--- config.mk ---
export PLATFORM = sky130hd
export DESIGN_NAME = tht_ctrl
export DESIGN_NICKNAME = d
export VERILOG_FILES = /design/src/rtl/tht_pkg.sv /design/src/rtl/tht_ctrl.sv
export SDC_FILE = /design/constraint.sdc
export NUM_CORES = 1
export LEC_CHECK = 0
export ABC_AREA = 1
export BUFFER_PORTS_ARGS = -buffer_cell sky130_fd_sc_hd__buf_2
export CAP_MARGIN = 20
export CORE_AREA = 2 2 39 41
export DETAILED_ROUTE_END_ITERATION = 6
export DIE_AREA = 0 0 41 43
export PLACE_DENSITY = 0.51
export SLEW_MARGIN = 30
export SYNTH_ARGS = -nofsm -noshare
export SYNTH_HDL_FRONTEND = slang
export SYNTH_SLANG_ARGS = --single-unit
--- constraint.sdc ---
create_clock -name i_clk -period 1.2 [get_ports i_clk]
set_clock_uncertainty 0.2 [all_clocks]
set_input_delay 0.06 -clock i_clk [delete_from_list [all_inputs] [get_ports i_clk]]
set_output_delay 0.06 -clock i_clk [all_outputs]
set_load 0.01 [all_outputs]
--- src/rtl/tht_pkg.sv ---
// Shared types and constants for the typed handle table.
// Request and response beat layouts, operation and status codes, and the
// command and status groups between the controller and the datapath.
`default_nettype none

package tht_pkg;

    // Operation selectors
    localparam logic [1:0] FUNC_ADD     = 2'd0;
    localparam logic [1:0] FUNC_GET     = 2'd1;
    localparam logic [1:0] FUNC_RELEASE = 2'd2;

    // Response status codes
    localparam logic [1:0] ST_OK       = 2'd0;
    localparam logic [1:0] ST_NOT_LIVE = 2'd1;
    localparam logic [1:0] ST_FULL     = 2'd2;

    // Kind tag of a free slot
    localparam logic [2:0] KIND_FREE = 3'd0;

    // Free bitmap row geometry
    localparam int FREE_ROW_LOG  = 4;
    localparam int FREE_ROW_BITS = 1 << FREE_ROW_LOG;

    typedef struct packed {
        logic [1:0]  func;
        logic [2:0]  kind;
        logic [47:0] payload;
        logic [15:0] handle_id;
    } t_req;

    typedef struct packed {
        logic [1:0]  status;
        logic [15:0] new_handle;
        logic [47:0] found_payload;
    } t_rsp;

    // Datapath action for the current cycle
    typedef enum logic [2:0] {
        ACT_IDLE,
        ACT_CAPTURE,
        ACT_ISSUE,
        ACT_CHECK,
        ACT_RELEASE,
        ACT_EXTEND,
        ACT_SCAN,
        ACT_FINISH
    } t_act;

    // Route an accepted request takes after decode
    typedef enum logic [2:0] {
        PATH_RESULT,
        PATH_GET,
        PATH_RELEASE,
        PATH_EXTEND,
        PATH_SCAN
    } t_path;

    typedef struct packed {
        t_act act;
    } t_cmd;

    typedef struct packed {
        t_path path;
        logic  scan_hit;
        logic  out_free;
    } t_sts;

endpackage

`default_nettype wire

--- src/rtl/tht_ctrl.sv ---
// Controller state machine of the typed handle table.
// Sequences one request at a time through the datapath; uses tht_pkg.
`default_nettype none

module tht_ctrl
    import tht_pkg::*;
(
    input  wire  i_clk,
    input  wire  i_rst_n,
    input  wire  i_in_valid,
    output logic o_in_stall,
    input  t_sts i_sts,
    output t_cmd o_cmd
);

    typedef enum logic [2:0] {
        S_IDLE,
        S_ISSUE,
        S_CHECK,
        S_RELEASE,
        S_EXTEND,
        S_SCAN,
        S_FINISH
    } t_state;

    t_state r_state;
    logic   r_busy;

    // State and busy flag
    always_ff @(posedge i_clk) begin
        if (!i_rst_n) begin
            r_state <= S_IDLE;
            r_busy  <= 1'b0;
        end else begin
            unique case (r_state)
                S_IDLE: begin
                    if (i_in_valid) begin
                        r_state <= S_ISSUE;
                        r_busy  <= 1'b1;
                    end
                end
                S_ISSUE: begin
                    unique case (i_sts.path)
                        PATH_GET:     r_state <= S_CHECK;
                        PATH_RELEASE: r_state <= S_RELEASE;
                        PATH_EXTEND:  r_state <= S_EXTEND;
                        PATH_SCAN:    r_state <= S_SCAN;
                        default:      r_state <= S_FINISH;
                    endcase
                end
                S_CHECK, S_RELEASE, S_EXTEND: begin
                    r_state <= S_FINISH;
                end
                S_SCAN: begin
                    if (i_sts.scan_hit) begin
                        r_state <= S_FINISH;
                    end
                end
                S_FINISH: begin
                    if (i_sts.out_free) begin
                        r_state <= S_IDLE;
                        r_busy  <= 1'b0;
                    end
                end
                default: begin
                    r_state <= S_IDLE;
                    r_busy  <= 1'b0;
                end
            endcase
        end
    end

    // Action decode
    always_comb begin
        unique case (r_state)
            S_IDLE:    o_cmd.act = i_in_valid ? ACT_CAPTURE : ACT_IDLE;
            S_ISSUE:   o_cmd.act = ACT_ISSUE;
            S_CHECK:   o_cmd.act = ACT_CHECK;
            S_RELEASE: o_cmd.act = ACT_RELEASE;
            S_EXTEND:  o_cmd.act = ACT_EXTEND;
            S_SCAN:    o_cmd.act = ACT_SCAN;
            S_FINISH:  o_cmd.act = ACT_FINISH;
            default:   o_cmd.act = ACT_IDLE;
        endcase
    end

    assign o_in_stall = r_busy;

endmodule

`default_nettype wire

==> results of run 1 <==
flip-flops by register name (all words and copies together) (netlist names):
register,flops
r_state,3
o_in_stall,1
critical path, cell delays in order (launching register included):
cell     delay [ns]
dfxtp_4        0.37
inv_4          0.04
nand2_4        0.06
buf_6          0.11
nand3_2        0.06
o21ai_2        0.05
buf_2          0.13
how the worst max path moves through the flow:
stage,endpoint,depth (start not counted),from
floorplan,r_state[2]$_SDFFE_PN0P_,8,r_state[1]$_SDFFE_PN0P_
global placement,r_state[2]$_SDFFE_PN0P_,7,r_state[2]$_SDFFE_PN0P_
detailed placement,o_in_stall$_SDFFE_PN0P_,7,r_state[2]$_SDFFE_PN0P_
CTS,o_cmd[2],6,r_state[1]$_SDFFE_PN0P_
global route,o_cmd[2],6,r_state[2]$_SDFFE_PN0P_
finish,o_cmd[2],6,r_state[2]$_SDFFE_PN0P_
layer usage:
metal / vias to the layer above / part of all wire / routed length, µm / global-route usage
li1: 220 / - / - / -
met1: 186 / 0.44 / 380 / 0.1479
met2: 6 / 0.51 / 440 / 0.1875
met3: 2 / 0.034 / 29 / 0.03141
met4: 0 / 0.0058 / 5 / 0.1000
met5: - / 0 / 0 / 0
cells in the mapped netlist, drive strengths merged:
library cell and instances:
xor2 1, or2 1, nor3 2, buf 2, a21oi 8, inv 8
dfxtp 4, nor2 7, o21a 1, nand3 2, o21ai 3, nand2 17
kinds of logic after synthesis:
| kind of cell | count (synthesis) |
|---|---|
| xor gates and xnor gates | 1 |
| and+or+nand+nor | 29 |
| buffers and inverters | 10 |
| AOI/OAI and AO/OA | 12 |
| DFF | 4 |
power breakdown:
part	internal, mW	leakage (nW)	switching (mW)
Clock	0.112	0.0138	0.0559
Sequential	0.227	0.0347	0.0917
Combinational	0.631	0.237	0.609
what timing repair did:
action	4_1_cts	5_1_grt
pin swaps	1	3
endpoints found under the setup margin	7	7
hold endpoints to repair	3	1
buffers inserted	0	1
gates resized for setup	13	9
final cells by class:
class / count / area (µm²)
inverter: 8 / 32.53
sequential: 4 / 88.84
multi-input combinational: 42 / 255.2
tap: 16 / 20.02
fill: 156 / 809.5
clock buffer: 3 / 22.52
timing repair buffer: 22 / 155.1
stage by stage:
stage                     area, µm²  utilization  std cells  setup TNS, ns  hold WS [ns]
after detailed placement      470.5       0.3400         90        -0.4156        0.1101
final                         574.3       0.4150         95        -0.5739      -0.01145
after global placement        470.5       0.3400         90        -0.3656        0.1014
after floorplan               346.6            -         56       -0.01363      -0.01411
after CTS                     546.8       0.3951         95        -0.7820       0.01230
after global routing          574.3       0.4150         95         -1.000     -0.001203
==> impl_results.md, run 1 <==
* Worst-margin pin slew at ~0.24 ns
* Via density at between 4 and 5
* Unrepaired setup endpoints after global routing: yes
* Final Hold Fails at 1
* Register area share after synthesis at 0.2310
* Total GRT Usage at 0.1275
* Most frequent cells in the layout: 14 x nand2_1, 11 x buf_2, 6 x inv_1, 6 x buf_4, 5 x nor2_1
* Largest family of logic cells by synthesized area: simple AND/OR/NAND/NOR gates
* Synth Area in Compound Gates at 0.2238
* FP Rows at 14
* Worst-Skew Late Latency at approximately 0.23 ns
* Drt first pass iters at 2
* CTS Buf Count at 3
* Die Area at 1763 µm²
* CP Capture Type: output port
* Hold_sp: i_in_valid
* Yosys top cell area share at 0.2310
* Total power draw at roughly 1.7 mW
* YS warnings at 0
* Most common cell after layout, fill and taps aside: nand2_1
* Final HPWL DP at between 600 and 700 µm
* Gr ovfl total at 0
* 1st-iter DRT viols at 6
* Clock transition at the registers of the reported paths at ~0.040 ns
* Max Clock Freq at 0.7517 GHz
* Placer Congestion at around 0.78
* CTS tree: done
* TritonCTS Sinks at 4
* Failing checks: negative hold slack, negative setup slack
* First-pass GRT wire length at 1455 µm
* Crit start category: flip-flop
* PnR worst setup slack at -0.1302 ns
* FF-to-FF Start: r_state[2]$_SDFFE_PN0P_
* Post-synthesis mux area share at 0
* # H-tree levels at 1
* Adder-Cell Fraction of Synth Area at 0
* Worst Hold End: o_in_stall$_SDFFE_PN0P_
* Vias at 414
* Longest Clk Path Bufs at 2
* Placement Setup Slack at -0.1148 ns
* Min cycle time layout at approximately 1.3 ns
* # Max-Cap Violations at 0
* Hold WS at -0.01145 ns
* P&R area growth vs syn at 65.70%
* Post-DRT Antenna Nets at 0
* Root Driver: clkbuf_4
* Fin crit share at 1.109
* DRC at 0
* Max_slew headroom at 0.8368
* Final setup fails at 7
* Vias in the first global route at a little under 400
* Cells on worst reg2reg path at 8
* Mean Syn Cell Area at approximately 6.2 µm²
* Die Width at ~41 µm
* Initial antenna violation count at 0
* Layout cells sized above 1 at 0.5443
* Status: complete, but fails checks
* Area leader, netlist: dfxtp_1
* CP arrival at 1.07 ns
* Dominant cells by area after synthesis: dfxtp_1 23%, nand2_1 16%, a21oi_1 8.7%
* Critical path type: reg -> out
* Pwr dens at 3008 nW/µm²
* Hold Crit Class: in -> reg
* Inserted Diodes at 0
* Reg2Reg Capture Point: r_state[1]$_SDFFE_PN0P_
* IR Drop Worst-Case VDD at between 0.001 and 0.0015 V
* Die height at 43 µm
* Post-synthesis xor/xnor area fraction at 0.02527
* Input/output buffers at 11
* Net Count, Synth at 64
* Cell area after synthesis at 346.6 µm²
* R2R Setup Slk at -0.08 ns
* Synthesized flop and latch total at 4
* Ports at 12
* Post-synthesis simple-gate area fraction at 0.3791
* Nets@finish at a little under 90
* Largest net degree at the start of global routing at 7
* CP Max Fanout at 5
* Final wirelength at roughly 860 µm
* Hold_buf cts at 2
* Mapped Cells at 56
* Average wire per standard cell at 9.011 µm
* Distinct cells, synth at 18
* Worst hold path stage count at 4
* Total core area at roughly 1400 µm²
* Worst path required time at ~0.94 ns
* Leakage at 0.2855 nW
* Max-slew violations at 0
* Initial Util at 0.2505
(Power assumes the default switching activity.)
==> run 2: changes to the inputs <==
--- a/config.mk
+++ b/config.mk
@@ -5,13 +5,13 @@
 export SDC_FILE = /design/constraint.sdc
 export NUM_CORES = 1
 export LEC_CHECK = 0
-export ABC_AREA = 1
+export ABC_AREA = 0
 export BUFFER_PORTS_ARGS = -buffer_cell sky130_fd_sc_hd__buf_2
 export CAP_MARGIN = 20
-export CORE_AREA = 2 2 39 41
+export CORE_AREA = 4 4 41 43
 export DETAILED_ROUTE_END_ITERATION = 6
-export DIE_AREA = 0 0 41 43
-export PLACE_DENSITY = 0.51
+export DIE_AREA = 0 0 45 47
+export PLACE_DENSITY = 0.44
 export SLEW_MARGIN = 30
 export SYNTH_ARGS = -nofsm -noshare
 export SYNTH_HDL_FRONTEND = slang
==> impl_results.md, run 2 <==
* Status: complete, but fails checks
* Failing checks: negative hold slack, negative setup slack
* Layout cells sized above 1 at 0.6034 (+0.05914)
* Final setup fails at 4 (-3)
* P&R area growth vs syn at 81.94%
* Total power draw at 760.7 µW (-56%)
* # H-tree levels at 1 (unchanged)
* Longest Clk Path Bufs at 2 (unchanged)
* CP Capture Type: output port
* Inserted Diodes at 0 (unchanged)
* R2R Setup Slk at -0.02 ns (+0.06 ns)
* Adder-Cell Fraction of Synth Area at 0 (unchanged)
* Placer Congestion at 0.6700 (-14%)
* Post-synthesis mux area share at 0 (unchanged)
* First-pass GRT wire length at 1145 µm (-21%)
* Max Clock Freq at 0.7848 GHz (+4.4%)
* Synthesized flop and latch total at 4 (unchanged)
* Final wirelength at 825 µm (-3.6%)
* DRC at 0 (unchanged)
* Critical path type: reg -> out
* YS warnings at 0 (unchanged)
* Die height at 47 µm (+9.3%)
* Crit start category: flip-flop
* PnR worst setup slack at -0.07423 ns (+0.05601 ns)
* Unrepaired setup endpoints after global routing: yes
* Die Width at 45 µm (+9.8%)
* Yosys top cell area share at 0.2963 (+0.06525)
* Most common cell after layout, fill and taps aside: buf_2
* Inst Count DP at 64 (-29%)
* Via density at 4.411 (+1.2%)
* 1st-iter DRT viols at 6 (unchanged)
* Synth cell count leaders: 4 x dfxtp_1, 4 x nand2_1, 4 x nor2_1
* Reg2Reg Capture Point: r_state[2]$_SDFFE_PN0P_
* Vias in the first global route at 297 (-25%)
* FP Rows at 13 (-1)
* Register with the most flip-flops: r_state
* Max-slew violations at 0 (unchanged)
* Vias at 322 (-22%)
* Largest family of logic cells by synthesized area: simple AND/OR/NAND/NOR gates
* Nets@finish at 68 (-24%)
* Input/output buffers at 11 (unchanged)
* Post-DRT Antenna Nets at 0 (unchanged)
* Post-synthesis xor/xnor area fraction at 0.1296 (+0.1044)
* Root Driver: clkbuf_4
* Final Hold Fails at 2 (+1)
* Ports at 12 (unchanged)
* M2 GR Usage at 0.1356 (-0.05191)
* Initial antenna violation count at 0 (unchanged)
* Worst hold path stage count at 3 (-1)
* Gr ovfl total at 0 (unchanged)
* CTS tree: done
* Dominant cells by area after synthesis: dfxtp_1 30%, a221oi_1 6.5%, xnor2_1 6.5%
* Cells on worst reg2reg path at 4 (-4)
* Post-synth top flop: dfxtp_1
* Synth Area in Compound Gates at 0.2222 (-0.001604)
* CP arrival at 1.01 ns (-0.06 ns)
* Leakage at 0.2304 nW (-19%)
* FF-to-FF Start: r_state[1]$_SDFFE_PN0P_
* Area leader, netlist: dfxtp_1
* Min cycle time layout at 1.274 ns (-0.05601 ns)
* Drt first pass iters at 2 (unchanged)
* IR Drop Worst-Case VDD at 0.0006018 V (-56%)
* Most frequent cells in the layout: 11 x buf_2, 5 x buf_4, 4 x buf_6
* FF+latch area at 88.84 µm² (unchanged)
* Distinct cells, synth at 19 (+1)
* Total GRT Usage at 0.07905 (-0.04846)
* Pwr dens at 1547 nW/µm² (-49%)
* Fin crit share at 1.062 (-0.04667)
* FFs w/ async S/R, synth at 0 (unchanged)
* TritonCTS Sinks at 4 (unchanged)
* # Max-Cap Violations at 0 (unchanged)
* CTS Buf Count at 3 (unchanged)
* Final HPWL DP at 524.3 µm (-21%)
* Largest net degree at the start of global routing at 6 (-1)
* Grt met1 use at 0.07745 (-0.07046)
* Total core area at 1301 µm² (-6.0%)
* Worst-Skew Late Latency at 0.23 ns (about the same)
* Average wire per standard cell at 11.30 µm (+25%)
* Gr busiest metal: met2
* Fillers at 156 (unchanged)
* Mean Syn Cell Area at 7.507 µm² (+21%)
* Max_slew headroom at 0.8260 (-0.01084)
* Mapped Cells at 36 (-36%)
* Worst path required time at 0.94 ns (about the same)
* Initial Util at 0.2077 (-0.04276)
* Die Area at 2115 µm² (+20%)
* Area of the multi-input gates at 188.9 µm² (-26%)
* Hold Crit Class: in -> reg
* Post-synth EDFFs at 0 (unchanged)
* Hold_sp: i_in_valid
* Largest register FFs at 3 (unchanged)
* Clock transition at the registers of the reported paths at 0.03 ns (about the same)
* CP Max Fanout at 4 (-1)
* Layout Cells excl Fill at 73 (-23%)
* Net Count, Synth at 44 (-31%)
* Register area share after synthesis at 0.2963 (+0.06525)
* Worst-margin pin slew at 0.2610 ns (+0.01759 ns)
* Cell area after synthesis at 270.3 µm² (-22%)
* GRT met3 Usage at 0.04598 (+0.01456)
* Worst Hold End: o_in_stall$_SDFFE_PN0P_
* Post-synthesis simple-gate area fraction at 0.2315 (-0.1476)
* Hold WS at -0.06143 ns (-0.04998 ns)
run 2: logic make-up after synthesis:
group | Yosys count
simple gates | 12
compound gates | 9
buf+inv | 7
xor+xnor | 4
flops | 4
run 2: timing repair:
| action | CTS | global route |
|---|---|---|
| hold endpoints to repair | 4 | 0 |
| setup endpoints to repair | 4 | 7 |
| hold buffers | 2 | 0 |
| pin swaps | 2 | 2 |
| gates resized for setup | 12 | 5 |
| setup buffers | 4 | 0 |
run 2: per-stage QoR:
step	utilization	cell area [µm²]	setup WS (ns)	hold slack (ns)	setup TNS, ns
2_1_floorplan	-	270.3	0.02101	0.0001425	0
3_3_place_gp	0.2798	364.1	-0.04723	0.1383	-0.04723
3_5_place_dp	0.2798	364.1	0.0006948	0.1395	0
4_1_cts	0.3644	474.2	-0.05568	-0.05583	-0.1208
5_1_grt	0.3779	491.7	-0.09981	0.002469	-0.4498
6_report	0.3779	491.7	-0.07423	-0.06143	-0.1348
run 2: power by group:
| group | internal, mW | switching [mW] | total, mW | leakage, nW |
|---|---|---|---|---|
| Combinational | 0.214 | 0.182 | 0.396 | 0.182 |
| Clock | 0.112 | 0.0523 | 0.164 | 0.0138 |
| Sequential | 0.172 | 0.0290 | 0.201 | 0.0347 |
run 2: worst max path at each step:
stage / cells after the start / end / start
after global routing: 4 / o_cmd[0] / r_state[2]$_SDFFE_PN0P_
after CTS: 4 / o_cmd[0] / r_state[2]$_SDFFE_PN0P_
final: 4 / o_cmd[0] / r_state[2]$_SDFFE_PN0P_
after floorplan: 4 / r_state[0]$_SDFFE_PN0P_ / r_state[2]$_SDFFE_PN0P_
after detailed placement: 3 / r_state[0]$_SDFFE_PN0P_ / r_state[2]$_SDFFE_PN0P_
after global placement: 3 / r_state[0]$_SDFFE_PN0P_ / r_state[2]$_SDFFE_PN0P_
run 2: metal layers:
layer / share of wire / wire length (µm) / up-vias
met1: 0.36 / 301 / 144
met5: 0 / 0 / -
met4: 0 / 0 / 0
met3: 0.072 / 59 / 0
met2: 0.56 / 464 / 11
li1: - / - / 167
run 2: critical path, cell delays in order, from the launching register on:
cell     delay [ns]
dfxtp_2        0.33
buf_6          0.12
nor3_2         0.15
nor2_1         0.05
buf_2          0.13
run 2: area by class of cell:
| class | instances | share of cell area |
|---|---|---|
| tap | 15 | 0.03817 |
| multi-input combinational | 25 | 0.3842 |
| inverter | 4 | 0.03053 |
| sequential | 4 | 0.1807 |
| clock buffer | 3 | 0.04580 |
| timing repair buffer | 22 | 0.3206 |
==> run 3: changes to the inputs <==
--- a/config.mk
+++ b/config.mk
@@ -11,7 +11,7 @@
 export CORE_AREA = 4 4 41 43
 export DETAILED_ROUTE_END_ITERATION = 6
 export DIE_AREA = 0 0 45 47
-export PLACE_DENSITY = 0.44
+export PLACE_DENSITY_LB_ADDON = 0.3
 export SLEW_MARGIN = 30
 export SYNTH_ARGS = -nofsm -noshare
 export SYNTH_HDL_FRONTEND = slang
==> impl_results.md, run 3 (synthesis results as in run 2) <==
* Die Area at 2115 µm² (unchanged)
* Crit-path cells: buf_6, buf_4, nor2_1, a31oi_1, nor2_1
* Bufs and invs on worst path at 2 (unchanged)
* Die Width at 45 µm (unchanged)
* Max_slew headroom at 0.8142 (-0.01178)
* DRC at 0 (unchanged)
* Longest Clk Path Bufs at 2 (unchanged)
* Unrepaired setup endpoints after global routing: yes
* Fin crit share at 1.040 (-0.02138)
* Most common cell after layout, fill and taps aside: buf_2
* CTS Buf Count at 3 (unchanged)
* Initial Util at 0.2077 (unchanged)
* Input/output buffers at 11 (unchanged)
* Die height at 47 µm (unchanged)
* Gr ovfl total at 0 (unchanged)
* Worst-margin pin slew at 0.2758 ns (+0.01475 ns)
* Register with the most flip-flops: r_state
* Worst-Skew Late Latency at 0.24 ns (about the same)
* Worst path required time at 1.18 ns (+0.24 ns)
* Ports at 12 (unchanged)
* Leakage at 0.2154 nW (-6.5%)
* Final setup fails at 5 (+1)
* PnR worst setup slack at -0.04857 ns (+0.02566 ns)
* CP max-delay cell: dfxtp_2
* Design area at 470.5 µm² (-4.3%)
* CTS tree: done
* CP Capture Type: flip-flop
* Total GRT Usage at 0.08610 (+0.007047)
* Average wire per standard cell at 10.72 µm (-5.1%)
* Status: complete, but fails checks
* P&R area growth vs syn at 74.07%
* Final HPWL DP at 518.6 µm (-1.1%)
* Placer Congestion at 0.7144 (+6.6%)
* Hold Crit Class: in -> reg
* Total core area at 1301 µm² (unchanged)
* Crit start category: flip-flop
* # H-tree levels at 1 (unchanged)
* Root Driver: clkbuf_4
* Setup TNS at -0.1279 ns (+0.006904 ns)
* CP Max Fanout at 4 (unchanged)
* Via density at 4.569 (+3.6%)
* CP delay by family, top: flip-flops
* Max Clock Freq at 0.8009 GHz (+2.1%)
* Final wirelength at 772 µm (-6.4%)
* Inserted Diodes at 0 (unchanged)
* Cell repeated most along the worst path: nor2_1
* Most frequent cells in the layout: 11 x buf_2, 5 x buf_4
* Pwr dens at 1517 nW/µm² (-1.9%)
* Critical path type: reg -> reg
* Nets@finish at 67 (-1.5%)
* Largest net degree at the start of global routing at 9 (+3)
* Initial antenna violation count at 0 (unchanged)
* Max-slew violations at 0 (unchanged)
* Crit-path max cell delay at 0.31 ns (-0.02 ns)
* Failing checks: negative setup slack
* CP arrival at 1.22 ns (+0.21 ns)
* Post-DRT Antenna Nets at 0 (unchanged)
* First-pass GRT wire length at 1200 µm (+4.8%)
* IR Drop Worst-Case VDD at 0.0006163 V (+2.4%)
* FP Rows at 13 (unchanged)
* Largest register FFs at 3 (unchanged)
* 1st-iter DRT viols at 6 (unchanged)
* Final Hold Fails at 0 (-2)
* Cell Area, Placed at 349.1 µm² (-4.1%)
* Drt first pass iters at 4 (+2)
* Vias in the first global route at 271 (-8.8%)
* Min cycle time layout at 1.249 ns (-0.02566 ns)
* Clock transition at the registers of the reported paths at 0.04 ns (about the same)
* Layout cells sized above 1 at 0.5614 (-0.04204)
* # Max-Cap Violations at 0 (unchanged)
* TritonCTS Sinks at 4 (unchanged)
* Vias at 329 (+2.2%)
==> run 3: cell count changes in the layout (fill, tap and decap cells not counted), sizes merged <==
cell and change:
buf -2, dlygate4sd3 +1
==> run 3: area by class of cell <==
class | count | area (µm²)
Inverter | 4 | 15.01
Clock buffer | 3 | 22.52
Tap cell | 15 | 18.77
Sequential cell | 4 | 86.33
Timing Repair Buffer | 21 | 145.1
Multi-Input combinational cell | 25 | 182.7
Fill cell | 159 | 830.8
==> run 3: repair_timing <==
action / in CTS / in global routing
resized for setup: 8 / 4
setup buffers: 3 / 1
hold buffers: 3 / 0
endpoints found under the setup margin: 3 / 7
hold endpoints to repair: 4 / 0
pin swaps: 2 / 3
==> run 3: per-stage QoR <==
step	hold WS (ns)	util	setup WS (ns)	std cells	power (mW)
3_3_place_gp	0.1314	0.2683	0.003390	62	0.4459
4_1_cts	0.01236	0.3423	-0.03201	71	0.6857
2_1_floorplan	0.0001425	-	0.02101	36	0.3562
6_report	0.008493	0.3615	-0.04857	72	0.7139
3_5_place_dp	0.1311	0.2683	0.02030	62	0.4430
5_1_grt	0.03392	0.3615	-0.1167	72	0.7742
==> run 3: worst register-to-register path: cells and delay by family, from the launching register on <==
kind | cells | cell delay [ns]
DFF | 1 | 0.31
AOI/OAI and AO/OA | 1 | 0.12
and+or+nand+nor | 2 | 0.30
buffers and inverters | 2 | 0.25
==> run 3: routing by layer <==
metal | routed length, µm | global-route usage
met5 | 0 | 0
met4 | 13 | 0.05263
met3 | 111 | 0.05747
met2 | 348 | 0.1102
met1 | 298 | 0.1045
==> run 3: final timing paths <==
path              slack (ns)  depth (start not counted)               startpoint                 endpoint
setup / recovery       -0.05                          5  r_state[2]$_SDFFE_PN0P_  o_in_stall$_SDFFE_PN0P_
hold / removal         0.008                          3                 i_sts[4]  r_state[1]$_SDFFE_PN0P_
setup reg to reg       -0.05                          5  r_state[2]$_SDFFE_PN0P_  o_in_stall$_SDFFE_PN0P_
hold reg to reg         0.30                          2  o_in_stall$_SDFFE_PN0P_  o_in_stall$_SDFFE_PN0P_
==> run 3: power by group <==
group / switching [mW] / total, mW / leakage, nW / internal, mW
registers: 0.0362 / 0.207 / 0.0344 / 0.171
logic: 0.156 / 0.332 / 0.167 / 0.175
clock network: 0.0628 / 0.175 / 0.0138 / 0.112
